[src/rtl/itoa_pkg.sv]
// ----------------------------------------------------------------------------
// itoa_pkg - shared types and constants for integer_to_ascii_radix
// Sizes for value width and digit buffer, radix and state codes, and the
// datapath command struct.
// ----------------------------------------------------------------------------
package itoa_pkg;

  localparam int VALUE_WIDTH = 32;
  localparam int IN_W        = 32;

  // digit counts: decimal uses floor(w*log10(2)) + 1
  localparam int DEC_DIGITS = (VALUE_WIDTH * 1233) / 4096 + 1;
  localparam int OCT_DIGITS = (VALUE_WIDTH + 2) / 3;
  localparam int HEX_DIGITS = (VALUE_WIDTH + 3) / 4;
  localparam int MAX_DIGITS = (DEC_DIGITS > OCT_DIGITS) ? DEC_DIGITS : OCT_DIGITS;

  localparam int BUF_W = 4 * DEC_DIGITS;
  localparam int CNT_W = $clog2(MAX_DIGITS + 1);
  localparam int BIT_W = $clog2(VALUE_WIDTH + 1);

  localparam logic [6:0] CHAR_MINUS = 7'h2D;
  localparam logic [6:0] CHAR_ZERO  = 7'h30;
  localparam logic [6:0] CHAR_A     = 7'h41;
  localparam logic [3:0] DIGIT_TEN  = 4'd10;

  typedef enum logic [1:0] {
    RADIX_DEC = 2'd0,
    RADIX_OCT = 2'd1,
    RADIX_HEX = 2'd2
  } radix_t;

  typedef enum logic [1:0] {
    ST_IDLE = 2'd0,
    ST_CONV = 2'd1,
    ST_SIGN = 2'd2,
    ST_EMIT = 2'd3
  } state_t;

  typedef struct packed {
    logic load;
    logic conv;
    logic emit;
  } cmd_t;

  function automatic logic [6:0] digit_char(input logic [3:0] d);
    if (d < DIGIT_TEN) begin
      return CHAR_ZERO + {3'b000, d};
    end else begin
      return CHAR_A + {3'b000, d} - {3'b000, DIGIT_TEN};
    end
  endfunction

endpackage

[src/rtl/itoa_digits.sv]
// ----------------------------------------------------------------------------
// itoa_digits - bit-serial digit buffer
// Shifts the operand in one bit per cycle (shift-and-add-3 for decimal,
// plain shift for octal and hex), then shifts digits out top first.
// ----------------------------------------------------------------------------
module itoa_digits (
  input  logic                             clk,
  input  itoa_pkg::cmd_t                   cmd,
  input  itoa_pkg::radix_t                 radix,
  input  logic [itoa_pkg::VALUE_WIDTH-1:0] load_val,
  output logic [3:0]                       digit
);

  logic [itoa_pkg::VALUE_WIDTH-1:0] sreg;
  logic [itoa_pkg::BUF_W-1:0]       buf_q;
  logic [itoa_pkg::BUF_W-1:0]       adj;
  itoa_pkg::radix_t                 rad;

  // add 3 to every BCD nibble >= 5 before the shift
  always_comb begin
    adj = buf_q;
    if (rad == itoa_pkg::RADIX_DEC) begin
      for (int i = 0; i < itoa_pkg::DEC_DIGITS; i++) begin
        if (buf_q[4*i +: 4] >= 4'd5) begin
          adj[4*i +: 4] = buf_q[4*i +: 4] + 4'd3;
        end
      end
    end
  end

  always_ff @(posedge clk) begin
    if (cmd.load) begin
      sreg  <= load_val;
      buf_q <= '0;
      rad   <= radix;
    end else if (cmd.conv) begin
      buf_q <= {adj[itoa_pkg::BUF_W-2:0], sreg[itoa_pkg::VALUE_WIDTH-1]};
      sreg  <= {sreg[itoa_pkg::VALUE_WIDTH-2:0], 1'b0};
    end else if (cmd.emit) begin
      if (rad == itoa_pkg::RADIX_OCT) begin
        buf_q <= buf_q << 3;
      end else begin
        buf_q <= buf_q << 4;
      end
    end
  end

  always_comb begin
    case (rad)
      itoa_pkg::RADIX_DEC: digit = buf_q[4*itoa_pkg::DEC_DIGITS-1 -: 4];
      itoa_pkg::RADIX_OCT: digit = {1'b0, buf_q[3*itoa_pkg::OCT_DIGITS-1 -: 3]};
      default:             digit = buf_q[4*itoa_pkg::HEX_DIGITS-1 -: 4];
    endcase
  end

endmodule

[src/rtl/integer_to_ascii_radix.sv]
// ----------------------------------------------------------------------------
// integer_to_ascii_radix - binary value to ASCII decimal, octal or hex text
// Steps: load, then the conversion, which shifts in the VALUE_WIDTH (32) bits
// one bit per cycle, then the sign, skipped leading zeros and emitted characters.
// Digit slots: 8 hex, 10 decimal plus sign, 11 octal. A new item is accepted
// only back in idle, after the last character of the previous one is loaded.
// Reset (synchronous, active high) returns the control to idle, holds off the
// input and empties the output register.
// ----------------------------------------------------------------------------
module integer_to_ascii_radix (
  input  logic                      clk,
  input  logic                      rst,
  input  logic                      in_valid,
  output logic                      in_ready,
  input  logic [itoa_pkg::IN_W-1:0] value,
  input  logic [1:0]                base_select,
  input  logic                      is_signed,
  output logic                      out_valid,
  input  logic                      out_ready,
  output logic [6:0]                char_code,
  output logic                      last_char
);

  localparam int VW = itoa_pkg::VALUE_WIDTH;

  itoa_pkg::state_t              state, state_next;
  itoa_pkg::radix_t              rad_in;
  itoa_pkg::cmd_t                cmd;
  logic [itoa_pkg::BIT_W-1:0]    bit_cnt;
  logic [itoa_pkg::CNT_W-1:0]    dig_cnt;
  logic [itoa_pkg::CNT_W-1:0]    ndig_in;
  logic                          neg;
  logic                          neg_in;
  logic                          seen;
  logic [itoa_pkg::IN_W+VW-1:0]  val_ext;
  logic [VW-1:0]                 val_w;
  logic [VW-1:0]                 mag;
  logic [3:0]                    digit;
  logic                          out_free;
  logic                          load_out;
  logic [6:0]                    ch_next;
  logic                          last_next;

  assign val_ext = {{VW{1'b0}}, value};
  assign val_w   = val_ext[VW-1:0];

  always_comb begin
    case (base_select)
      itoa_pkg::RADIX_DEC: rad_in = itoa_pkg::RADIX_DEC;
      itoa_pkg::RADIX_OCT: rad_in = itoa_pkg::RADIX_OCT;
      default:             rad_in = itoa_pkg::RADIX_HEX;
    endcase
  end

  always_comb begin
    case (rad_in)
      itoa_pkg::RADIX_DEC: ndig_in = itoa_pkg::CNT_W'(itoa_pkg::DEC_DIGITS);
      itoa_pkg::RADIX_OCT: ndig_in = itoa_pkg::CNT_W'(itoa_pkg::OCT_DIGITS);
      default:             ndig_in = itoa_pkg::CNT_W'(itoa_pkg::HEX_DIGITS);
    endcase
  end

  assign neg_in   = is_signed && (rad_in == itoa_pkg::RADIX_DEC) && val_w[VW-1];
  assign mag      = neg_in ? ((~val_w) + {{(VW-1){1'b0}}, 1'b1}) : val_w;
  assign out_free = !out_valid || out_ready;

  itoa_digits u_digits (
    .clk      (clk),
    .cmd      (cmd),
    .radix    (rad_in),
    .load_val (mag),
    .digit    (digit)
  );

  always_ff @(posedge clk) begin
    if (rst) begin
      state <= itoa_pkg::ST_IDLE;
    end else begin
      state <= state_next;
    end
  end

  always_comb begin
    state_next = state;
    cmd        = '0;
    in_ready   = 1'b0;
    load_out   = 1'b0;
    ch_next    = itoa_pkg::CHAR_MINUS;
    last_next  = 1'b0;
    case (state)
      itoa_pkg::ST_IDLE: begin
        in_ready = !rst;
        if (in_valid && !rst) begin
          cmd.load   = 1'b1;
          state_next = itoa_pkg::ST_CONV;
        end
      end
      itoa_pkg::ST_CONV: begin
        cmd.conv = 1'b1;
        if (bit_cnt == itoa_pkg::BIT_W'(1)) begin
          state_next = neg ? itoa_pkg::ST_SIGN : itoa_pkg::ST_EMIT;
        end
      end
      itoa_pkg::ST_SIGN: begin
        if (out_free) begin
          load_out   = 1'b1;
          state_next = itoa_pkg::ST_EMIT;
        end
      end
      itoa_pkg::ST_EMIT: begin
        ch_next   = itoa_pkg::digit_char(digit);
        last_next = (dig_cnt == itoa_pkg::CNT_W'(1));
        if (!seen && digit == 4'd0 && !last_next) begin
          cmd.emit = 1'b1;  // leading zero
        end else if (out_free) begin
          load_out = 1'b1;
          cmd.emit = 1'b1;
          if (last_next) begin
            state_next = itoa_pkg::ST_IDLE;
          end
        end
      end
      default: state_next = itoa_pkg::ST_IDLE;
    endcase
  end

  always_ff @(posedge clk) begin
    if (cmd.load) begin
      bit_cnt <= itoa_pkg::BIT_W'(VW);
      dig_cnt <= ndig_in;
      neg     <= neg_in;
      seen    <= 1'b0;
    end else begin
      if (cmd.conv) begin
        bit_cnt <= bit_cnt - itoa_pkg::BIT_W'(1);
      end
      if (cmd.emit) begin
        dig_cnt <= dig_cnt - itoa_pkg::CNT_W'(1);
      end
      if (load_out && state == itoa_pkg::ST_EMIT) begin
        seen <= 1'b1;
      end
    end
  end

  always_ff @(posedge clk) begin
    if (rst) begin
      out_valid <= 1'b0;
    end else if (load_out) begin
      out_valid <= 1'b1;
    end else if (out_ready) begin
      out_valid <= 1'b0;
    end
  end

  always_ff @(posedge clk) begin
    if (load_out) begin
      char_code <= ch_next;
      last_char <= last_next;
    end
  end

`ifndef NO_ASSERTIONS
  a_one_item: assert property (@(posedge clk) disable iff (rst)
    in_valid && in_ready |=> !in_ready)
    else $error("new item taken while a conversion is in progress");

  a_emit_cnt: assert property (@(posedge clk) disable iff (rst)
    state == itoa_pkg::ST_EMIT |-> dig_cnt != '0)
    else $error("digit count exhausted during emission");

  a_char_set: assert property (@(posedge clk) disable iff (rst)
    out_valid |->
      (char_code == itoa_pkg::CHAR_MINUS) ||
      (char_code >= itoa_pkg::CHAR_ZERO && char_code <= itoa_pkg::CHAR_ZERO + 7'd9) ||
      (char_code >= itoa_pkg::CHAR_A && char_code <= itoa_pkg::CHAR_A + 7'd5))
    else $error("output character outside sign and digit set");
`endif

endmodule

[config.mk]
export PLATFORM = sky130hd
export DESIGN_NAME = integer_to_ascii_radix
export DESIGN_NICKNAME = d
export VERILOG_FILES = /design/src/rtl/itoa_pkg.sv /design/src/rtl/itoa_digits.sv /design/src/rtl/integer_to_ascii_radix.sv
export SDC_FILE = /design/constraint.sdc
export NUM_CORES = 1
export LEC_CHECK = 0
export BUFFER_PORTS_ARGS = -buffer_cell sky130_fd_sc_hd__clkbuf_2
export CORE_ASPECT_RATIO = 0.6
export CORE_UTILIZATION = 37
export CTS_CLUSTER_SIZE = 40
export DETAILED_ROUTE_END_ITERATION = 16
export PLACE_DENSITY = 0.5
export SYNTH_ARGS = -nofsm -noshare
export SYNTH_HDL_FRONTEND = slang
export SYNTH_HIERARCHICAL = 1
export SYNTH_SLANG_ARGS = --single-unit
[constraint.sdc]
create_clock -name clk -period 3.3 [get_ports clk]
set_input_delay 0.66 -clock clk [delete_from_list [all_inputs] [get_ports clk]]
set_output_delay 0.66 -clock clk [all_outputs]
set_load 0.03 [all_outputs]
==> results of run 1 <==
==> cell type report <==
class                           instances  area share
Clock buffer                           10      0.0322
Clock inverter                          6     0.00827
Inverter                               50      0.0258
Multi-Input combinational cell        524       0.515
Sequential cell                        97       0.325
Tap cell                              234      0.0395
Timing Repair Buffer                   68      0.0543
==> power by group through the flow <==
stage	Combinational, mW	Clock (mW)	Sequential, mW
2_1_floorplan	2.14	0	2.15
3_3_place_gp	2.69	0	2.26
3_5_place_dp	2.75	0	2.26
4_1_cts	2.77	1.10	2.24
5_1_grt	3.11	1.14	2.31
6_report	2.77	1.05	2.25
==> Yosys cell counts, types with 12 or more instances <==
cell      number  area [um2]
dfxtp_1       50        1000
nand2_1       66         248
edfxtp_1      47        1410
a211oi_1      22         165
xor2_1        12         105
a21oi_1       38         190
mux2_2        41         462
o21ai_0       36         180
mux2i_1       24         240
ha_1          31         388
clkbuf_1      21        78.8
inv_1         50         188
nor2_1        65         244
xnor2_1       33         289
==> per-layer routing <==
layer	global-route usage	routed length (um)
met1	0.297	9060
met5	0	0
met2	0.243	6330
met4	0.0298	98
met3	0.0281	675
==> logic make-up after synthesis <==
group | count (synthesis)
buffers and inverters | 91
XOR/XNOR | 45
adder cells (fa/ha/maj) | 31
multiplexers | 65
AND/OR/NAND/NOR | 208
AO/OA/AOI/OAI | 175
flip-flops | 97
==> path summary, 6_finish.rpt <==
path,startpoint,end,slack (ns),depth (start not counted)
worst max-delay path,u_digits/rad[0],u_digits/buf_q[26],0.65,11
worst min-delay path,seen,seen,0.46,2
worst max register to register,u_digits/rad[0],u_digits/buf_q[26],0.65,11
worst min register to register,seen,seen,0.46,2
==> stage by stage <==
stage / cells / power [mW] / setup slack, ns / hold slack (ns)
2_1_floorplan: 712 / 4.29 / 0.219 / 0.421
3_3_place_gp: 973 / 4.94 / 0.488 / 0.439
3_5_place_dp: 973 / 5.01 / 0.487 / 0.443
4_1_cts: 989 / 6.11 / 0.607 / 0.463
5_1_grt: 989 / 6.56 / 0.382 / 0.528
6_report: 989 / 6.07 / 0.653 / 0.461
==> flip-flops by register name (all words and copies together) (netlist names), 2 cells and up <==
register        flops
char_code           7
u_digits/rad        2
u_digits/sreg      32
dig_cnt             4
u_digits/buf_q     40
bit_cnt             6
state               2
==> worst max-delay path, cell delays in order (launching register included) <==
cell and delay [ns]:
edfxtp_1 0.55, mux2i_1 0.25, o21ai_0 0.12, inv_1 0.11
ha_1 0.14, nand4_1 0.13, a21oi_2 0.22, buf_4 0.25
nor2b_1 0.15, buf_4 0.31, a311o_1 0.23, a21oi_1 0.04
==> summary.md, run 1 <==
| Metric | Value |
|---|---|
| Status | `completed` |
| Largest family of logic cells by synthesized area | `compound AO/OA/AOI/OAI gates` |
| Final net count | `820` |
| Total CTS buffers | `9` |
| Die W | `175 um` |
| RSZ-0062 raised after global routing | `false` |
| Xor/xnor share of the synthesized area | `0.0596` |
| Clock latency on the worst-skew pair | `0.35 ns` |
| Die ar. | `18400 um2` |
| Relative slew slack | `0.543` |
| Final worst clock skew | `0.0135 ns` |
| Cts repair resizes | `0` |
| Pin count of the biggest net entering global routing | `50` |
| DRC | `0` |
| CTS Sinks | `97` |
| Pwr/cell area | `819 nW/um2` |
| Most frequent cells in the layout | `66 x nand2_1, 65 x nor2_1, 50 x dfxtp_1, 48 x inv_1, 48 x clkbuf_2` |
| WP data arrival | `2.86 ns` |
| Reg power frac | `0.370` |
| CP max FO | `18` |
| P_sw | `2.51 mW` |
| Vias in the first global route | `4862` |
| Setup Buffers After CTS | `0` |
| N_diodes | `0` |
| Commonest non-fill, non-tap cell in the layout | `nand2_1` |
| Post-synthesis mux area share | `0.106` |
| GR Overflow Total | `0` |
| First-pass GRT wire length | `26.4 mm` |
| Leak | `2.77 nW` |
| Placed inst area | `7120 um2` |
| Async set-reset flop share out of synthesis | `0` |
| Setup TNS Final | `0 ns` |
| # port buffers | `48` |
| Post-synthesis net count | `782` |
| WP data required | `3.51 ns` |
| Sequential share of the synthesized area | `0.365` |
| 1st-iter DRT viols | `476` |
| GPL Wtd Cong | `0.801` |
| Post-synth EDFFs | `47` |
| Synthesized area | `6610 um2` |
| Ys Warns | `6` |
| FF+latch count, synth | `97` |
| Worst Hold Class | `reg -> reg` |
| Share of post-route cells with drive strength above 1 | `0.208` |
| Layout area overhead | `12.2%` |
| Clk slew on worst S/H paths | `0.07 ns` |
| Clock power frac | `0.173` |
| Post-synthesis cell count | `712` |
| Final setup fails | `0` |
| Syn Area/Cell | `9.28 um2` |
| Multi-input gate area | `3820 um2` |
| Initial antenna violation count | `0` |
| Io pins | `49` |
| Max_cap viols | `0` |
| Cts hold-fix bufs | `0` |
| Maximum vdd drop | `305 uV` |
| Fin crit share | `0.802` |
| Final hold violation count | `0` |
| Antenna Nets Post-Route | `0` |
| CP Capture Type | `flip-flop` |
| Average wire per standard cell | `16.3 um` |
| # fillers | `1707` |
| Core area | `17300 um2` |
| Simple-gate share of the synthesized area | `0.154` |
| Fin area | `7420 um2` |
| Initial core utilization | `0.382` |
| Synthesized-area fraction occupied by adder cells | `0.0587` |
| Fin. max-slew vios | `0` |
| Final WL | `16.2 mm` |
| Slew @ Worst Pin | `0.680 ns` |
| Distinct cells, synth | `56` |
| Max Fclk | `0.378 GHz` |
| Vert. Die Dim | `106 um` |
| Comb pwr share | `0.456` |
| H-tree depth | `3` |
| P_int | `3.56 mW` |
| CP Class | `reg -> reg` |
| Worst setup SP type | `flip-flop` |
| Core Util, Final | `0.428` |
| Min Tclk post-route | `2.65 ns` |
| Top FF cell, synth | `dfxtp_1` |
| Post-DP HPWL | `11.2 mm` |
| DR vias/cell | `5.31` |
| First-pass DRT Iterations | `5` |
| Root Driver | `clkbuf_16` |
| FP Rows | `37` |
| Tot GR Track Use | `0.181` |
| TritonCTS clock tree | `done` |
| Sw Ratio | `0.414` |
| FF/Latch Area | `2410 um2` |
| Maximum clock path buffer count | `2` |
| Synth Area in Compound Gates | `0.198` |
| Via Count | `5254` |
(Power assumes the default switching activity.)
==> run 2, diff against run 1 <==
Settings changed: ABC_AREA set to 1.
Clock period 3.3 ns to 2.7 ns, I/O delays scaled along.
==> run 2 against run 1 <==
Final cell count is 35% higher. Synthesized area is 6.9% higher. First-iteration DRC count is 27% higher. Clock skew shrank 0.0057 ns. Flip-flop and latch count did not move. Clock-buffer cell count did not move. Core utilization increased by 0.41 points. Fmax increased by 4.6%. Sequential power is 26% higher. Total power rose by 32%. Clock power up 24%. Register-to-register slack got worse by 0.48 ns.
==> summary.md, run 2 <==
| Metric | Value |
|---|---|
| Placed cells | `1313 (+35%)` |
| Layout area overhead | `12.3%` |
| Crit path max-delay family | `buffers and inverters` |
| Hold Path End | `out_valid` |
| Reg2reg path depth | `17 (+6)` |
| Most frequent cell after synthesis | `nand2_1` |
| # port buffers | `48 (unchanged)` |
| DR vias/cell | `5.00 (-5.8%)` |
| Relative slew slack | `0.599 (+0.0567)` |
| GR Overflow Total | `0 (unchanged)` |
| Hold Crit Start | `rst` |
| Commonest non-fill, non-tap cell in the layout | `nand2_1` |
| Crit path largest cell delay | `0.46 ns (-0.09 ns)` |
| Reg-to-Reg End | `u_digits/buf_q[10]` |
| Core area | `18400 um2 (+6.0%)` |
| Initial core utilization | `0.385 (+0.00322)` |
| H-tree depth | `3 (unchanged)` |
| Critical Path Slowest Stage Cell | `edfxtp_1` |
| N_diodes | `0 (unchanged)` |
| Average wire per standard cell | `14.8 um (-9.7%)` |
| Non-filler instance count after layout | `1333 (+35%)` |
| Setup TNS Final | `0 ns (unchanged)` |
| Root Driver | `clkbuf_16` |
| Pwr/cell area | `1010 nW/um2 (+23%)` |
| Vert. Die Dim | `109 um (+3.3%)` |
| Maximum vdd drop | `375 uV (+23%)` |
| Via Count | `6670 (+27%)` |
| CP Capture Type | `flip-flop` |
| Worst slack, placed | `0.0539 ns (-0.433 ns)` |
| First-pass DRT Iterations | `5 (unchanged)` |
| Top FF cell, synth | `dfxtp_1` |
| Worst r2r src | `u_digits/rad[1]` |
| DRC | `0 (unchanged)` |
| Largest registers | `u_digits/buf_q: 40 flops, u_digits/sreg: 32 flops, char_code: 7 flops` |
| WP data arrival | `2.78 ns (-0.08 ns)` |
| Final hold violation count | `0 (unchanged)` |
| Worst Hold Class | `in -> reg` |
| Io pins | `49 (unchanged)` |
| Async set-reset flop share out of synthesis | `0 (unchanged)` |
| Fin. max-slew vios | `0 (unchanged)` |
| Final setup fails | `0 (unchanged)` |
| Final worst clock skew | `0.00778 ns (-0.00572 ns)` |
| Worst hold stages | `2 (unchanged)` |
| CP Class | `reg -> reg` |
| Slew @ Worst Pin | `0.599 ns (-0.0809 ns)` |
| Leak | `3.55 nW (+28%)` |
| Post-synth EDFFs | `47 (unchanged)` |
| Vias in the first global route | `5785 (+19%)` |
| FF+latch count, synth | `97 (unchanged)` |
| 1st-iter DRT viols | `604 (+27%)` |
| Core Util, Final | `0.432 (+0.00405)` |
| Max Fclk | `0.395 GHz (+4.6%)` |
| Post-synthesis net count | `1108 (+42%)` |
| WP data required | `2.95 ns (-0.56 ns)` |
| Tot GR Track Use | `0.207 (+0.0257)` |
| Initial antenna violation count | `0 (unchanged)` |
| Die W | `180 um (+3.3%)` |
| Most flops, register | `u_digits/buf_q` |
| First-pass GRT wire length | `31.7 mm (+20%)` |
| Top cell type's share of synthesized area | `0.200 (-0.0138)` |
| R2r setup slk | `0.17 ns (-0.48 ns)` |
| Post-DP HPWL | `13.9 mm (+24%)` |
| Worst setup margin | `0.169 ns (-0.484 ns)` |
| GPL Wtd Cong | `0.856 (+6.8%)` |
| Top cells by count, synth | `322 x nand2_1, 111 x inv_1, 98 x o21ai_0, 89 x nor2_1, 61 x nand3_1` |
| Clk slew on worst S/H paths | `0.07 ns (about the same)` |
| Syn Area/Cell | `6.81 um2 (-27%)` |
| Top cell type by total area after synthesis | `edfxtp_1` |
| Ys Warns | `6 (unchanged)` |
| Most frequent cells in the layout | `320 x nand2_1, 109 x inv_1, 96 x o21ai_0, 86 x nor2_1, 61 x nand3_1` |
| Synthesized area | `7060 um2 (+6.9%)` |
| Max FFs per register | `40 (unchanged)` |
| RSZ-0062 raised after global routing | `true` |
| Min Tclk post-route | `2.53 ns (-0.116 ns)` |
| CTS Sinks | `97 (unchanged)` |
| Total CTS buffers | `9 (unchanged)` |
| Worst setup SP type | `flip-flop` |
| Pin count of the biggest net entering global routing | `48 (-4.0%)` |
| Clock latency on the worst-skew pair | `0.36 ns (about the same)` |
| WP buf/inv | `6 (+3)` |
| TritonCTS clock tree | `done` |
| Die ar. | `19700 um2 (+6.8%)` |
| Top cells by area, synth | `edfxtp_1 20%, nand2_1 17%, dfxtp_1 14%` |
| Distinct cells, synth | `41 (-27%)` |
| FP Rows | `38 (+2.7%)` |
| # fillers | `1942 (+14%)` |
| Status | `completed` |
| CP max FO | `21 (+3)` |
| Design Power | `8.02 mW (+32%)` |
| Antenna Nets Post-Route | `0 (unchanged)` |
| Share of post-route cells with drive strength above 1 | `0.142 (-0.0661)` |
| Cts hold-fix bufs | `0 (unchanged)` |
| CP Cell Sequence | `nor2_4, inv_2, o221ai_1, inv_1, nand3_1, nor2_2, nand2_1, nand2_1, nand2_2, clkinvlp_4, nor2_4, inv_2, buf_12, o21ai_0, a31oi_1, o21ai_0, inv_1` |
| Fin crit share | `0.937 (+0.135)` |
| Maximum clock path buffer count | `2 (unchanged)` |
| Post-synthesis cell count | `1038 (+46%)` |
| Max_cap viols | `0 (unchanged)` |
| Sequential share of the synthesized area | `0.341 (-0.0235)` |
| Final net count | `1158 (+41%)` |
| Final WL | `19.7 mm (+22%)` |
==> run 2: worst max path at each step <==
stage,from,endpoint,slack [ns],cells past startpoint
finish,u_digits/rad[1],u_digits/buf_q[10],0.17,17
floorplan,state[0],u_digits/sreg[0],0.17,11
detailed placement,u_digits/rad[1],u_digits/buf_q[36],0.05,19
CTS,u_digits/rad[1],u_digits/buf_q[12],0.03,19
global placement,u_digits/rad[1],u_digits/buf_q[12],0.10,19
global route,u_digits/rad[1],u_digits/buf_q[30],-0.02,17
==> run 2: worst register-to-register path, delay by kind of cell, from the launching register on <==
kind | cells | cell delay [ns]
compound gates | 4 | 0.61
buf+inv | 6 | 0.68
flops | 1 | 0.46
simple gates | 7 | 0.68
==> run 2: through the flow <==
stage / cell area [um2] / hold slack [ns]
floorplan: 7070 / 0.430
global placement: 7580 / 0.446
detailed placement: 7580 / 0.450
CTS: 7870 / 0.368
global route: 7940 / 0.379
finish: 7940 / 0.379
==> run 2: cell families (layout without fill, tap and decap cells) <==
family	after synthesis	count (layout)	synth area share
simple gates	524	524	0.317
flops	97	97	0.341
fa+ha+maj	31	31	0.0549
compound gates	204	204	0.159
mux	1	1	0.00142
xor+xnor	19	19	0.0236
buf+inv	162	217	0.103
==> run 2: final cells by class <==
class,instances,area (um2),share of cell area
clock inverter,6,50.0,0.00631
tap,240,300,0.0378
inverter,122,464,0.0585
timing repair buffer,79,502,0.0632
sequential,97,2410,0.304
multi-input combinational,779,3970,0.500
clock buffer,10,239,0.0301
==> run 2: metal layers <==
metal | wire (um) | GRT usage | up-vias | part of all wire
met5 | 0 | 0 | - | 0
met3 | 1280 | 0.0407 | 9 | 0.065
li1 | - | - | 3474 | -
met1 | 11300 | 0.345 | 2991 | 0.57
met4 | 137 | 0.0385 | 0 | 0.0070
met2 | 6940 | 0.259 | 196 | 0.35
==> run 2: repair_timing <==
action                     4_1_cts  5_1_grt
gates resized for setup          0       10
setup endpoints to repair        0       30
buffers inserted                 0        4
==> run 2: report_power, final <==
part           total [mW]  internal [mW]  switching, mW
Clock                1.30          0.664          0.632
Combinational        3.90           1.36           2.54
Sequential           2.83           2.32          0.509
